$ cat src/hw/rtl/bot_pkg.sv
// ----------------------------------------------------------------------------
// bot_pkg
// Types, constants and the overlap test shared by the box table modules.
// ----------------------------------------------------------------------------
`default_nettype none

package bot_pkg;

  localparam int unsigned TableDepthDefault = 64;
  localparam int unsigned SlotW             = 6;
  localparam int unsigned TagW              = 16;

  typedef struct packed {
    logic               kind;
    logic signed [15:0] box_x;
    logic signed [15:0] box_y;
    logic        [14:0] box_w;
    logic        [14:0] box_h;
    logic        [15:0] object_tag;
  } bot_req_t;

  typedef struct packed {
    logic             hit;
    logic [TagW-1:0]  hit_tag;
    logic [SlotW-1:0] hit_slot;
    logic             store_dropped;
  } bot_res_t;

  typedef struct packed {
    logic signed [15:0] x;
    logic signed [15:0] y;
    logic        [14:0] w;
    logic        [14:0] h;
  } bot_box_t;

  typedef struct packed {
    logic             valid;
    bot_box_t         box;
    logic [TagW-1:0]  tag;
    logic             found;
    logic [SlotW-1:0] slot;
    logic [TagW-1:0]  hit_tag;
  } bot_token_t;

  localparam logic KindQuery = 1'b0;
  localparam logic KindClear = 1'b1;

  function automatic logic bot_overlap(input bot_box_t s, input bot_box_t q);
    logic signed [16:0] sx;
    logic signed [16:0] sy;
    logic signed [16:0] qx;
    logic signed [16:0] qy;
    logic signed [16:0] sxw;
    logic signed [16:0] syh;
    logic signed [16:0] qxw;
    logic signed [16:0] qyh;
    sx  = {s.x[15], s.x};
    sy  = {s.y[15], s.y};
    qx  = {q.x[15], q.x};
    qy  = {q.y[15], q.y};
    sxw = sx + $signed({2'b00, s.w});
    syh = sy + $signed({2'b00, s.h});
    qxw = qx + $signed({2'b00, q.w});
    qyh = qy + $signed({2'b00, q.h});
    return (sx < qxw) && (qx < sxw) && (sy < qyh) && (qy < syh);
  endfunction

endpackage

`default_nettype wire

$ cat src/hw/rtl/bot_cell.sv
// ----------------------------------------------------------------------------
// bot_cell
// One table slot: holds a box and its tag, tests the passing request and stores it when first free.
// ----------------------------------------------------------------------------
`default_nettype none

module bot_cell import bot_pkg::*; #(
  parameter int unsigned TableDepth = TableDepthDefault,
  parameter int unsigned Index      = 0,
  localparam int unsigned CntW      = $clog2(TableDepth + 1)
) (
  input  wire logic            clk_i,
  input  wire logic            rst_ni,
  input  wire logic [CntW-1:0] count_i,
  input  wire bot_token_t      tok_i,
  output bot_token_t           tok_o
);

  bot_box_t        box_q;
  logic [TagW-1:0] tag_q;
  bot_token_t      tok_d;
  bot_token_t      tok_q;
  logic            in_use;

  assign in_use = CntW'(Index) < count_i;

  always_comb begin
    tok_d = tok_i;
    if (tok_i.valid && !tok_i.found && in_use && bot_overlap(box_q, tok_i.box)) begin
      tok_d.found   = 1'b1;
      tok_d.slot    = SlotW'(Index);
      tok_d.hit_tag = tag_q;
    end
  end

  always_ff @(posedge clk_i or negedge rst_ni) begin
    if (!rst_ni) begin
      tok_q <= '0;
    end else begin
      tok_q <= tok_d;
    end
  end

  always_ff @(posedge clk_i) begin
    // append into the first free slot
    if (tok_i.valid && (count_i == CntW'(Index))) begin
      box_q <= tok_i.box;
      tag_q <= tok_i.tag;
    end
  end

  assign tok_o = tok_q;

endmodule

`default_nettype wire
$ cat config.mk
export PLATFORM = sky130hd
export DESIGN_NAME = bot_cell
export DESIGN_NICKNAME = d
export VERILOG_FILES = /design/src/hw/rtl/bot_pkg.sv /design/src/hw/rtl/bot_cell.sv
export SDC_FILE = /design/constraint.sdc
export NUM_CORES = 1
export LEC_CHECK = 0
export ABC_CLOCK_PERIOD_IN_PS = 4200
export BUFFER_PORTS_ARGS = -buffer_cell sky130_fd_sc_hd__clkbuf_2
export CAP_MARGIN = 0
export CELL_PAD_IN_SITES_DETAIL_PLACEMENT = 1
export CELL_PAD_IN_SITES_GLOBAL_PLACEMENT = 1
export CORE_MARGIN = 2
export CORE_UTILIZATION = 39
export CTS_BUF_LIST = sky130_fd_sc_hd__clkbuf_16
export CTS_CLUSTER_DIAMETER = 50
export DETAILED_ROUTE_END_ITERATION = 8
export GPL_ROUTABILITY_DRIVEN = 0
export GPL_TIMING_DRIVEN = 0
export PLACE_DENSITY_LB_ADDON = 0.1
export SYNTH_ARGS = -nofsm -noshare
export SYNTH_HDL_FRONTEND = slang
export SYNTH_SLANG_ARGS = --single-unit
$ cat constraint.sdc
create_clock -name clk_i -period 4.2 [get_ports clk_i]
set_clock_uncertainty 0.2 [all_clocks]
set_input_delay 0.84 -clock clk_i [delete_from_list [all_inputs] [get_ports clk_i]]
set_output_delay 0.84 -clock clk_i [all_outputs]
set_load 0.05 [all_outputs]
Yosys cells after proc, flatten, opt, wreduce, memory -nomap -nowiden
Cells that the tools add are included.
Word-level totals
  word-level logic and storage cells: 33
  bits of input ports: 111
  register bits after elaboration: 180
Operators by class
  muxes and demuxes: 1
  add/sub/neg operators: 4
  reduce and logical (&&, ||, !) cells: 9
  magnitude comparators: 5
Operators by type and width (number)
  adder 16 x 16 -> 17 bit: 4
  < comparator 16 x 17 -> 1 bit: 4
  two-way mux 23 bit: 1
  logical AND 1 bit: 7
  zero test 7 bit: 1
  < comparator 1 x 7 -> 1 bit, first input constant: 1
  zero test 1 bit: 1

Logic depth before layout (Yosys ltp)
Gate-level depths: netlist of run 1.
  depth in word-level cells: 7
  depth in mapped cells: 19
  gate-level depth less buffers: 18

Least setup slack after synthesis of run 1
No wires, ideal clock.
  path kind: input to register
  start point: input tok_i[39] in the netlist's numbering
  end point: register tok_q (netlist bit tok_o[10])
  setup time: 125 ps
  data arrival time: 4350 ps
  stages on the path: 18
  buffers on the path: 1
  slack: -475 ps
  cells stage by stage: ha_1 fa_1 a21o_1 a21oi_1 o21ba_2 o21ai_0 a21o_1 a21oi_1 xor2_1 ha_1 a41o_1 a21oi_1 o2111ai_1 o21a_1 nor4_2 nand4_2 buf_6 mux2_4
RTL lines
  from (decl): line bot_cell.sv:15  | input wire bot_token_t tok_i,
  to (signal assigned): line bot_cell.sv:40  | tok_q <= tok_d;
  to (decl): line bot_cell.sv:22  | bot_token_t tok_q;

==> metrics.cfg, run 1 <==
[run_status]
run_status = finished with violations
violations = setup timing

[layout]
fin_area_um2 = 11900
fill_cells = 2388
syn2layout_area_growth_pct = 30.4
layout-drive-gt1-share_pct = 36.4
nets = 1204
n_antenna_cell = 0
postLayoutCoreUtil_pct = 52.2

[floorplanning]
die_y_um = 157
core-area_um2 = 22800
die_area_um2 = 24600
start_util_pct = 40.0
ios = 213
num_rows = 55
die_w_um = 157

[place]
io_buffers = 212
pre_cts_slack_ps = -1210
hpwlAfterDp_mm = 18.7
dpl_cell_area_um2 = 10700

[timing]
finalSetupViolCount = 23
rsz0062_at_grt = true
period_minus_slack_ps = 4400
tightestPinTransition_ps = 726
maxSlewViolCount = 0
hold_viol = 0
setup_ws_ps = -203
max_freq_mhz = 227
post-route-period-util_pct = 105
relSlewSlack_pct = 51.2
fin_setup_tns_ps = -3770

[cts]
cts_buffer_depth = 2
clock_sink_count = 180
htree_levels = 4
clk_pin_slew_ps = 70
postCtsHoldBufs = 0
cts_tree = built
insertion_delay_ps = 440
cts_root_buf = clkbuf_16
cts_inserted_buffers = 17

[yosys]
ys_ff_latch = 180
syn_avg_cell_area_um2 = 13.1
synth.top_cell.area_share_pct = 28.0
synth_largest_area_cell = dfrtp_1
synth_edf_count = 78
synth-async-reset-ratio_pct = 56.7
synth_cell_type_count = 51
netlist_area_um2 = 9120
synthFlopType = dfrtp_1
ys_warn_count = 0
synth.net_count = 938
synth_area_leaders = dfrtp_1, edfxtp_1, ha_1, xnor2_1, a21oi_1
netlist_instances = 699
synth-seq-area-share_pct = 53.7

[grt]
grt_pass1_wl_mm = 38.4
antenna_found_initial = 0
grt.overflow.total = 0
track_usage_pct = 20.3
grt_pass1_vias = 7281
grt_max_degree = 61

[setup_path]
worstPathRequired_ps = 4320
end_kind = flop
path_max_fanout = 6
critPathKind = flop to flop
critical_path_arrival_ps = 4530
startpoint_type = flop

[pwr]
leakagePower_nw = 5.44
power.total_mw = 4.32
ir_worst_vdd_mv = 0.195
powerDensity_nw_per_um2 = 363

[route]
ant_nets = 0
vias = 6620
wl_per_cell_um = 18.8
route.detailed.drc = 0
wl_mm = 24.2
routed_via_density = 5.13
drt_iter0_markers = 243
drtPass1Iterations = 4

[run]
maxCapViolations = 0

[worst_hold_path]
hold_class = input pin to asynchronous set/reset pin

power breakdown:
part	internal [mW]	leakage, nW	switching [mW]	total [mW]
Clock	0.835	0.281	0.744	1.58
Combinational	0.302	3.27	0.530	0.831
Sequential	1.89	1.89	0.0157	1.91
logic make-up after synthesis:
kind of cell / synth area share, %
XOR/XNOR: 4.61
buffers and inverters: 1.48
multiplexers: 2.51
AND/OR/NAND/NOR: 6.46
flip-flops: 53.7
AO/OA/AOI/OAI: 13.4
adder cells (fa/ha/maj): 17.9
synth_stat cells (all sizes together), types with 6 or more instances:
cell type    n
mux2        16
xor2        19
edfxtp      78
o21a         8
nand4       10
a31oi       11
nand3       12
nand2       23
dfrtp      102
and2         9
a21oi       44
a211o        6
xnor2       29
nor3         7
ha         124
inv         30
o21bai       7
o31ai        9
nor2b        6
nor2        14
a211oi      10
a21o        23
o21ai       42
nand2b      10
flip-flops by register name, summed over array words and instances (netlist names):
name   count
tok_o    102
box_q     62
tag_q     16
area by class of cell:
type                            count  area (um^2)  share of cell area (%)
Tap cell                          313          392                    3.29
Multi-Input combinational cell    487         4480                    37.7
Inverter                           30          113                   0.946
Clock inverter                     15          149                    1.25
Buffer                              2         31.3                   0.263
Timing Repair Buffer              247         1410                    11.9
Clock buffer                       17          425                    3.57
Sequential cell                   180         4890                    41.1
layer usage:
| metal | track usage [%] | share of wire, % | up-vias |
|---|---|---|---|
| met5 | 0 | 0 | - |
| met2 | 37.0 | 54 | 129 |
| met4 | 5.50 | 1.4 | 0 |
| met1 | 24.1 | 41 | 3282 |
| met3 | 4.24 | 3.4 | 27 |
| li1 | - | - | 3182 |
worst paths after layout:
| kind | startpoint | to | slack, ps | cells past startpoint |
|---|---|---|---|---|
| worst max-delay path | box_q[30] | tok_o[5] | -200 | 17 |
| worst min-delay path | rst_ni | tok_o[70] | 250 | 1 |
| worst max register to register | box_q[30] | tok_o[5] | -200 | 17 |
| worst min register to register | tag_q[3] | tok_o[3] | 280 | 1 |
| max in group asynchronous | rst_ni | tok_o[63] | 2840 | 2 |
| min in group clk_i | tag_q[3] | tok_o[3] | 280 | 1 |
layout by cell type, fill, tap and decap left out, drive strengths merged, types with 5 or more instances in the layout:
cell type / count
a31oi: 11
or3: 5
a211o: 6
o21ai: 42
o21bai: 7
nand2b: 10
nand2: 23
nor2b: 6
xnor2: 29
o31ai: 9
a211oi: 10
dfrtp: 102
edfxtp: 78
o211ai: 5
nor3: 7
and2: 9
o21a: 8
nand4: 10
mux2: 16
a21o: 23
inv: 37
buf: 36
xor2: 19
clkbuf: 230
nand3: 12
ha: 124
nor2: 14
clkinv: 5
a21oi: 44
critical path: stages, from the launching register on:
cell,delay (ps)
edfxtp_1,400
ha_2,210
fa_2,350
a21o_1,200
a21oi_2,200
o21ba_4,180
o21ai_4,80
a21oi_2,230
o21ai_2,100
a211o_1,310
ha_4,230
and4_4,180
a21oi_4,160
o2111ai_4,130
nor4_4,390
nand4_4,230
clkbuf_16,230
mux2_4,290
through the flow:
stage / hold slack, ps / cells
after floorplan: 255 / 699
after detailed placement: 267 / 1226
after CTS: 272 / 1273
after global routing: 294 / 1291
after global placement: 264 / 1224
final: 251 / 1291
what timing repair did:
action / in CTS / in global routing
gates cloned: 2 / 0
buffers inserted: 13 / 18
pin swaps: 24 / 28
endpoints found under the hold margin: 0 / 0
gates resized for setup: 38 / 43
endpoints found under the setup margin: 23 / 23
(Power assumes the default switching activity.)
==> inputs of run 2 (changes only) <==
--- a/config.mk
+++ b/config.mk
@@ -17,7 +17,7 @@
 export DETAILED_ROUTE_END_ITERATION = 8
 export GPL_ROUTABILITY_DRIVEN = 0
 export GPL_TIMING_DRIVEN = 0
-export PLACE_DENSITY_LB_ADDON = 0.1
+export PLACE_DENSITY = 0.76
 export SYNTH_ARGS = -nofsm -noshare
 export SYNTH_HDL_FRONTEND = slang
 export SYNTH_SLANG_ARGS = --single-unit
==> run 2 against run 1 <==
Effect of this change: the flow still finishes with violations (setup timing); hold slack better by 27 ps; power is 0.23% lower; combinational power increased by 0.7%; die area unchanged; critical path depth grew 1; core utilization is 0.082 points higher; critical endpoint is now tok_o[6]; highest routed layer is now met5.
==> metrics.cfg, run 2 (synthesis gave the netlist of run 1 again) <==
[pwr]
powerDensity_nw_per_um2 = 361
leakagePower_nw = 5.46
ir_worst_vdd_mv = 0.222

[layout]
nets = 1206
fin_area_um2 = 11900
layout_common_cells = clkbuf_2, ha_1, dfrtp_1
postLayoutCoreUtil_pct = 52.3
layout_commonest_cell = clkbuf_2
fill_cells = 2412
largest_register_ffs = 102
layout-drive-gt1-share_pct = 37.6
syn2layout_area_growth_pct = 30.7
n_antenna_cell = 0

[setup_path]
cp_num_buf_inv = 2
critPathKind = flop to flop
cp_common_cell = a21oi_2
cpMaxStageDelayCell = edfxtp_1
path_delay_family = compound AO/OA/AOI/OAI gates
worstPathRequired_ps = 4320
cp.depth = 18
path_max_fanout = 5
critical_path_arrival_ps = 4520
rr_endpoint = tok_o[6]
end_kind = flop
reg2reg_slack_ps = -200
endpoint = tok_o[6]
path_cells = ha_4 > fa_2 > a21o_1 > a21oi_2 > o21ba_4 > o21ai_2 > a21oi_2 > o21ai_2 > a211o_1 > ha_4 > and4_4 > a21oi_2 > o2111ai_2 > nor4_4 > nand4_4 > buf_12 > buf_16 > mux2_4
r2r_cells = 18
critPathMaxStageDelay_ps = 430
startpoint_type = flop
reg2reg_from = box_q[30]
startpoint = box_q[30]

[grt]
grt_max_degree = 103
grt_pass1_vias = 7460
grt.overflow.total = 0
grt_pass1_wl_mm = 38.7
track_usage_pct = 20.7
antenna_found_initial = 1

[floorplanning]
die_y_um = 157
ios = 213
start_util_pct = 40.0
die_area_um2 = 24600
num_rows = 55
die_w_um = 157
core-area_um2 = 22800

[timing]
relSlewSlack_pct = 45.0
post-route-period-util_pct = 105
fin_setup_tns_ps = -3240
tightestPinTransition_ps = 825
max_freq_mhz = 227
hold_viol = 0
rsz0062_at_grt = true
whs_ps = 278
setup_ws_ps = -198
period_minus_slack_ps = 4400
finalSetupViolCount = 23
maxSlewViolCount = 0

[cts]
htree_levels = 4
cts_root_buf = clkbuf_16
clock_sink_count = 180
cts_inserted_buffers = 17
insertion_delay_ps = 440
clk_pin_slew_ps = 70
cts_buffer_depth = 2
postCtsHoldBufs = 0
cts_tree = built

[route]
vias = 6757
routed_via_density = 5.23
ant_nets = 0
wl_mm = 25.1
wl_per_cell_um = 19.4
drt_iter0_markers = 213
route.detailed.drc = 0
drtPass1Iterations = 4

[run_status]
run_status = finished with violations
violations = setup timing

[place]
io_buffers = 212
pre_cts_slack_ps = -1130
dpl_cell_area_um2 = 10700
hpwlAfterDp_mm = 18.4

[worst_hold_path]
hold_class = flop to flop

[run]
maxCapViolations = 0

-- run 2: worst min-delay path by stage --
stage	from	to	cells past startpoint
2_1_floorplan	tag_q[0]	tok_o[0]	1
3_3_place_gp	tag_q[10]	tok_o[10]	1
3_5_place_dp	tag_q[8]	tok_o[8]	1
4_1_cts	tag_q[8]	tok_o[8]	1
5_1_grt	tag_q[8]	tok_o[8]	1
6_report	tag_q[8]	tok_o[8]	1
-- run 2: power breakdown --
part	internal, mW	switching, mW	leakage [nW]
logic	0.301	0.536	3.29
clock network	0.822	0.741	0.280
registers	1.89	0.0163	1.89
-- run 2: final cells by class --
class | count | area, um^2 | share of cell area [%]
Sequential cell | 180 | 4890 | 41.1
Multi-Input combinational cell | 487 | 4510 | 37.8
Timing Repair Buffer | 250 | 1450 | 12.1
Clock buffer | 17 | 425 | 3.57
Clock inverter | 15 | 125 | 1.05
Inverter | 30 | 113 | 0.945
Tap cell | 313 | 392 | 3.29
Buffer | 1 | 15.0 | 0.126
-- run 2: stage by stage --
stage                     power [mW]  instances
after global placement          2.68       1224
after CTS                       4.33       1284
after global routing            4.49       1293
final                           4.31       1293
after floorplan                 2.44        699
after detailed placement        2.71       1225
-- run 2: per-layer routing --
metal,vias to the layer above,GRT usage (%),routed length [um]
li1,3193,-,-
met1,3390,23.0,9930
met2,134,40.2,13900
met3,38,3.88,817
met4,2,5.64,442
met5,-,0,16
-- run 2: what timing repair did --
action	4_1_cts	5_1_grt
resized for setup	58	40
setup buffers	25	14
pin swaps	29	33
cloned	2	0
setup endpoints to repair	23	23
==> inputs of run 3 (changes only) <==
--- a/config.mk
+++ b/config.mk
@@ -11,13 +11,14 @@
 export CELL_PAD_IN_SITES_DETAIL_PLACEMENT = 1
 export CELL_PAD_IN_SITES_GLOBAL_PLACEMENT = 1
 export CORE_MARGIN = 2
-export CORE_UTILIZATION = 39
+export CORE_UTILIZATION = 35
 export CTS_BUF_LIST = sky130_fd_sc_hd__clkbuf_16
 export CTS_CLUSTER_DIAMETER = 50
 export DETAILED_ROUTE_END_ITERATION = 8
 export GPL_ROUTABILITY_DRIVEN = 0
 export GPL_TIMING_DRIVEN = 0
-export PLACE_DENSITY = 0.76
+export MAX_ROUTING_LAYER = met4
+export PLACE_DENSITY = 0.7
 export SYNTH_ARGS = -nofsm -noshare
 export SYNTH_HDL_FRONTEND = slang
 export SYNTH_SLANG_ARGS = --single-unit
==> run 3 against run 2 <==
Effect of this change: the run still ends with setup timing left; non-clock buffer count fell by 8; power rose by 3.1%; sequential share of layout area fell by 0.095 points; critical endpoint is now tok_o[11]; largest power group unchanged.
==> metrics.cfg, run 3 (synthesis gave the netlist of run 1 again) <==
[run_status]
run_status = finished with violations
violations = setup timing

[timing]
tightestPinTransition_ps = 835
relSlewSlack_pct = 44.3
fin_setup_tns_ps = -3250
hold_viol = 0
setup_ws_ps = -194
maxSlewViolCount = 0
post-route-period-util_pct = 105
whs_ps = 285
period_minus_slack_ps = 4390
finalSetupViolCount = 23
max_freq_mhz = 228
rsz0062_at_grt = true

[place]
hpwlAfterDp_mm = 17.8
io_buffers = 212

[grt]
grt_pass1_wl_mm = 35.5
grt_max_degree = 103
track_usage_pct = 17.5
grt.overflow.total = 0
antenna_found_initial = 0
grt_pass1_vias = 6996

[route]
ant_nets = 0
routed_via_density = 5.06
route.detailed.drc = 0
wl_mm = 23.6
vias = 6619
drtPass1Iterations = 4
drt_iter0_markers = 182
wl_per_cell_um = 18.1

[pwr]
leakagePower_nw = 5.44
pwr-share-comb_pct = 18.3
clkPwrFrac_pct = 38.8
ir_worst_vdd_mv = 0.184
powerDensity_nw_per_um2 = 372
p_sw_share_pct = 29.2
p_int_mw = 3.14
switchingPower_mw = 1.30
pwr-share-seq_pct = 42.9

[cts]
cts_inserted_buffers = 17
htree_levels = 4
clock_sink_count = 180
clk_pin_slew_ps = 70
cts_buffer_depth = 2
insertion_delay_ps = 430
cts_root_buf = clkbuf_16
cts_tree = built

[floorplanning]
num_rows = 59
die_y_um = 165
core-area_um2 = 25800
die_w_um = 165
die_area_um2 = 27400
start_util_pct = 35.3
ios = 213

[layout]
layout-drive-gt1-share_pct = 36.7
largest_register_ffs = 102
nets = 1198
layout_commonest_cell = clkbuf_2
layout_common_cells = clkbuf_2, ha_1, dfrtp_1
syn2layout_area_growth_pct = 31.0
postLayoutCoreUtil_pct = 46.2
n_antenna_cell = 0

[setup_path]
path_max_fanout = 5
startpoint_type = input pin
end_kind = flop
critPathKind = input pin to flop
worstPathRequired_ps = 4310
critical_path_arrival_ps = 4500

[run]
maxCapViolations = 0

[worst_hold_path]
hold_class = flop to flop

[run 3: worst paths after layout]
path / from / to / slack, ps / depth (start not counted)
max: tok_i[69] / tok_o[11] / -190 / 21
min: tag_q[6] / tok_o[6] / 280 / 1
max in group asynchronous: rst_ni / tok_o[97] / 2920 / 1
min reg2reg: tag_q[6] / tok_o[6] / 280 / 1
min in group asynchronous: rst_ni / tok_o[69] / 310 / 1
max reg2reg: box_q[30] / tok_o[11] / -150 / 18
[run 3: worst max-delay path, cell delays in order]
cell       delay, ps
clkbuf_16        120
ha_4             160
fa_2             340
a21o_1           180
a21oi_2          170
o21ba_4          170
o21ai_4           70
a21oi_2          210
buf_4            150
o21ai_2           50
xnor2_1          130
ha_1             340
a41o_1           210
a21oi_2          110
o2111ai_1        120
o21a_1           150
nor4_4           200
nand4_4          170
buf_12           180
buf_8            130
mux2_4           300
[run 3: cell type report]
cell class                      count  area (um^2)
Sequential cell                   180         4890
Tap cell                          335          419
Inverter                           30          113
Multi-Input combinational cell    487         4490
Fill cell                        2777        13900
Clock inverter                     15          194
Timing Repair Buffer              242         1400
Buffer                              1         15.0
Clock buffer                       17          425
[run 3: what timing repair did]
item / 4_1_cts / 5_1_grt
endpoints found under the setup margin: 23 / 23
hold buffers: 0 / 0
pin swaps: 24 / 42
gates cloned: 1 / 1
resized for setup: 41 / 48
buffers inserted: 14 / 14
[run 3: metrics by stage]
| stage | total power [mW] | area [um^2] | cells | setup WS, ps |
|---|---|---|---|---|
| 5_1_grt | 4.63 | 11900 | 1307 | -352 |
| 6_report | 4.44 | 11900 | 1307 | -194 |
| 2_1_floorplan | 2.44 | 9170 | 699 | -104 |
| 4_1_cts | 4.47 | 11600 | 1294 | -302 |
| 3_3_place_gp | 2.68 | 10700 | 1246 | -1100 |
| 3_5_place_dp | 2.70 | 10700 | 1247 | -1010 |
[run 3: power by group through the flow]
stage | Combinational [mW] | Clock (mW) | Sequential, mW
5_1_grt | 0.892 | 1.83 | 1.91
6_report | 0.814 | 1.72 | 1.90
3_5_place_dp | 0.756 | 0 | 1.94
2_1_floorplan | 0.318 | 0 | 2.13
4_1_cts | 0.792 | 1.77 | 1.90
3_3_place_gp | 0.737 | 0 | 1.94
[run 3: metal layers]
layer	vias to the layer above	track usage [%]	wire (um)
met3	23	2.17	629
met4	0	5.64	413
met1	3314	20.0	9750
met5	-	-	0
li1	3168	-	-
met2	114	32.0	12800
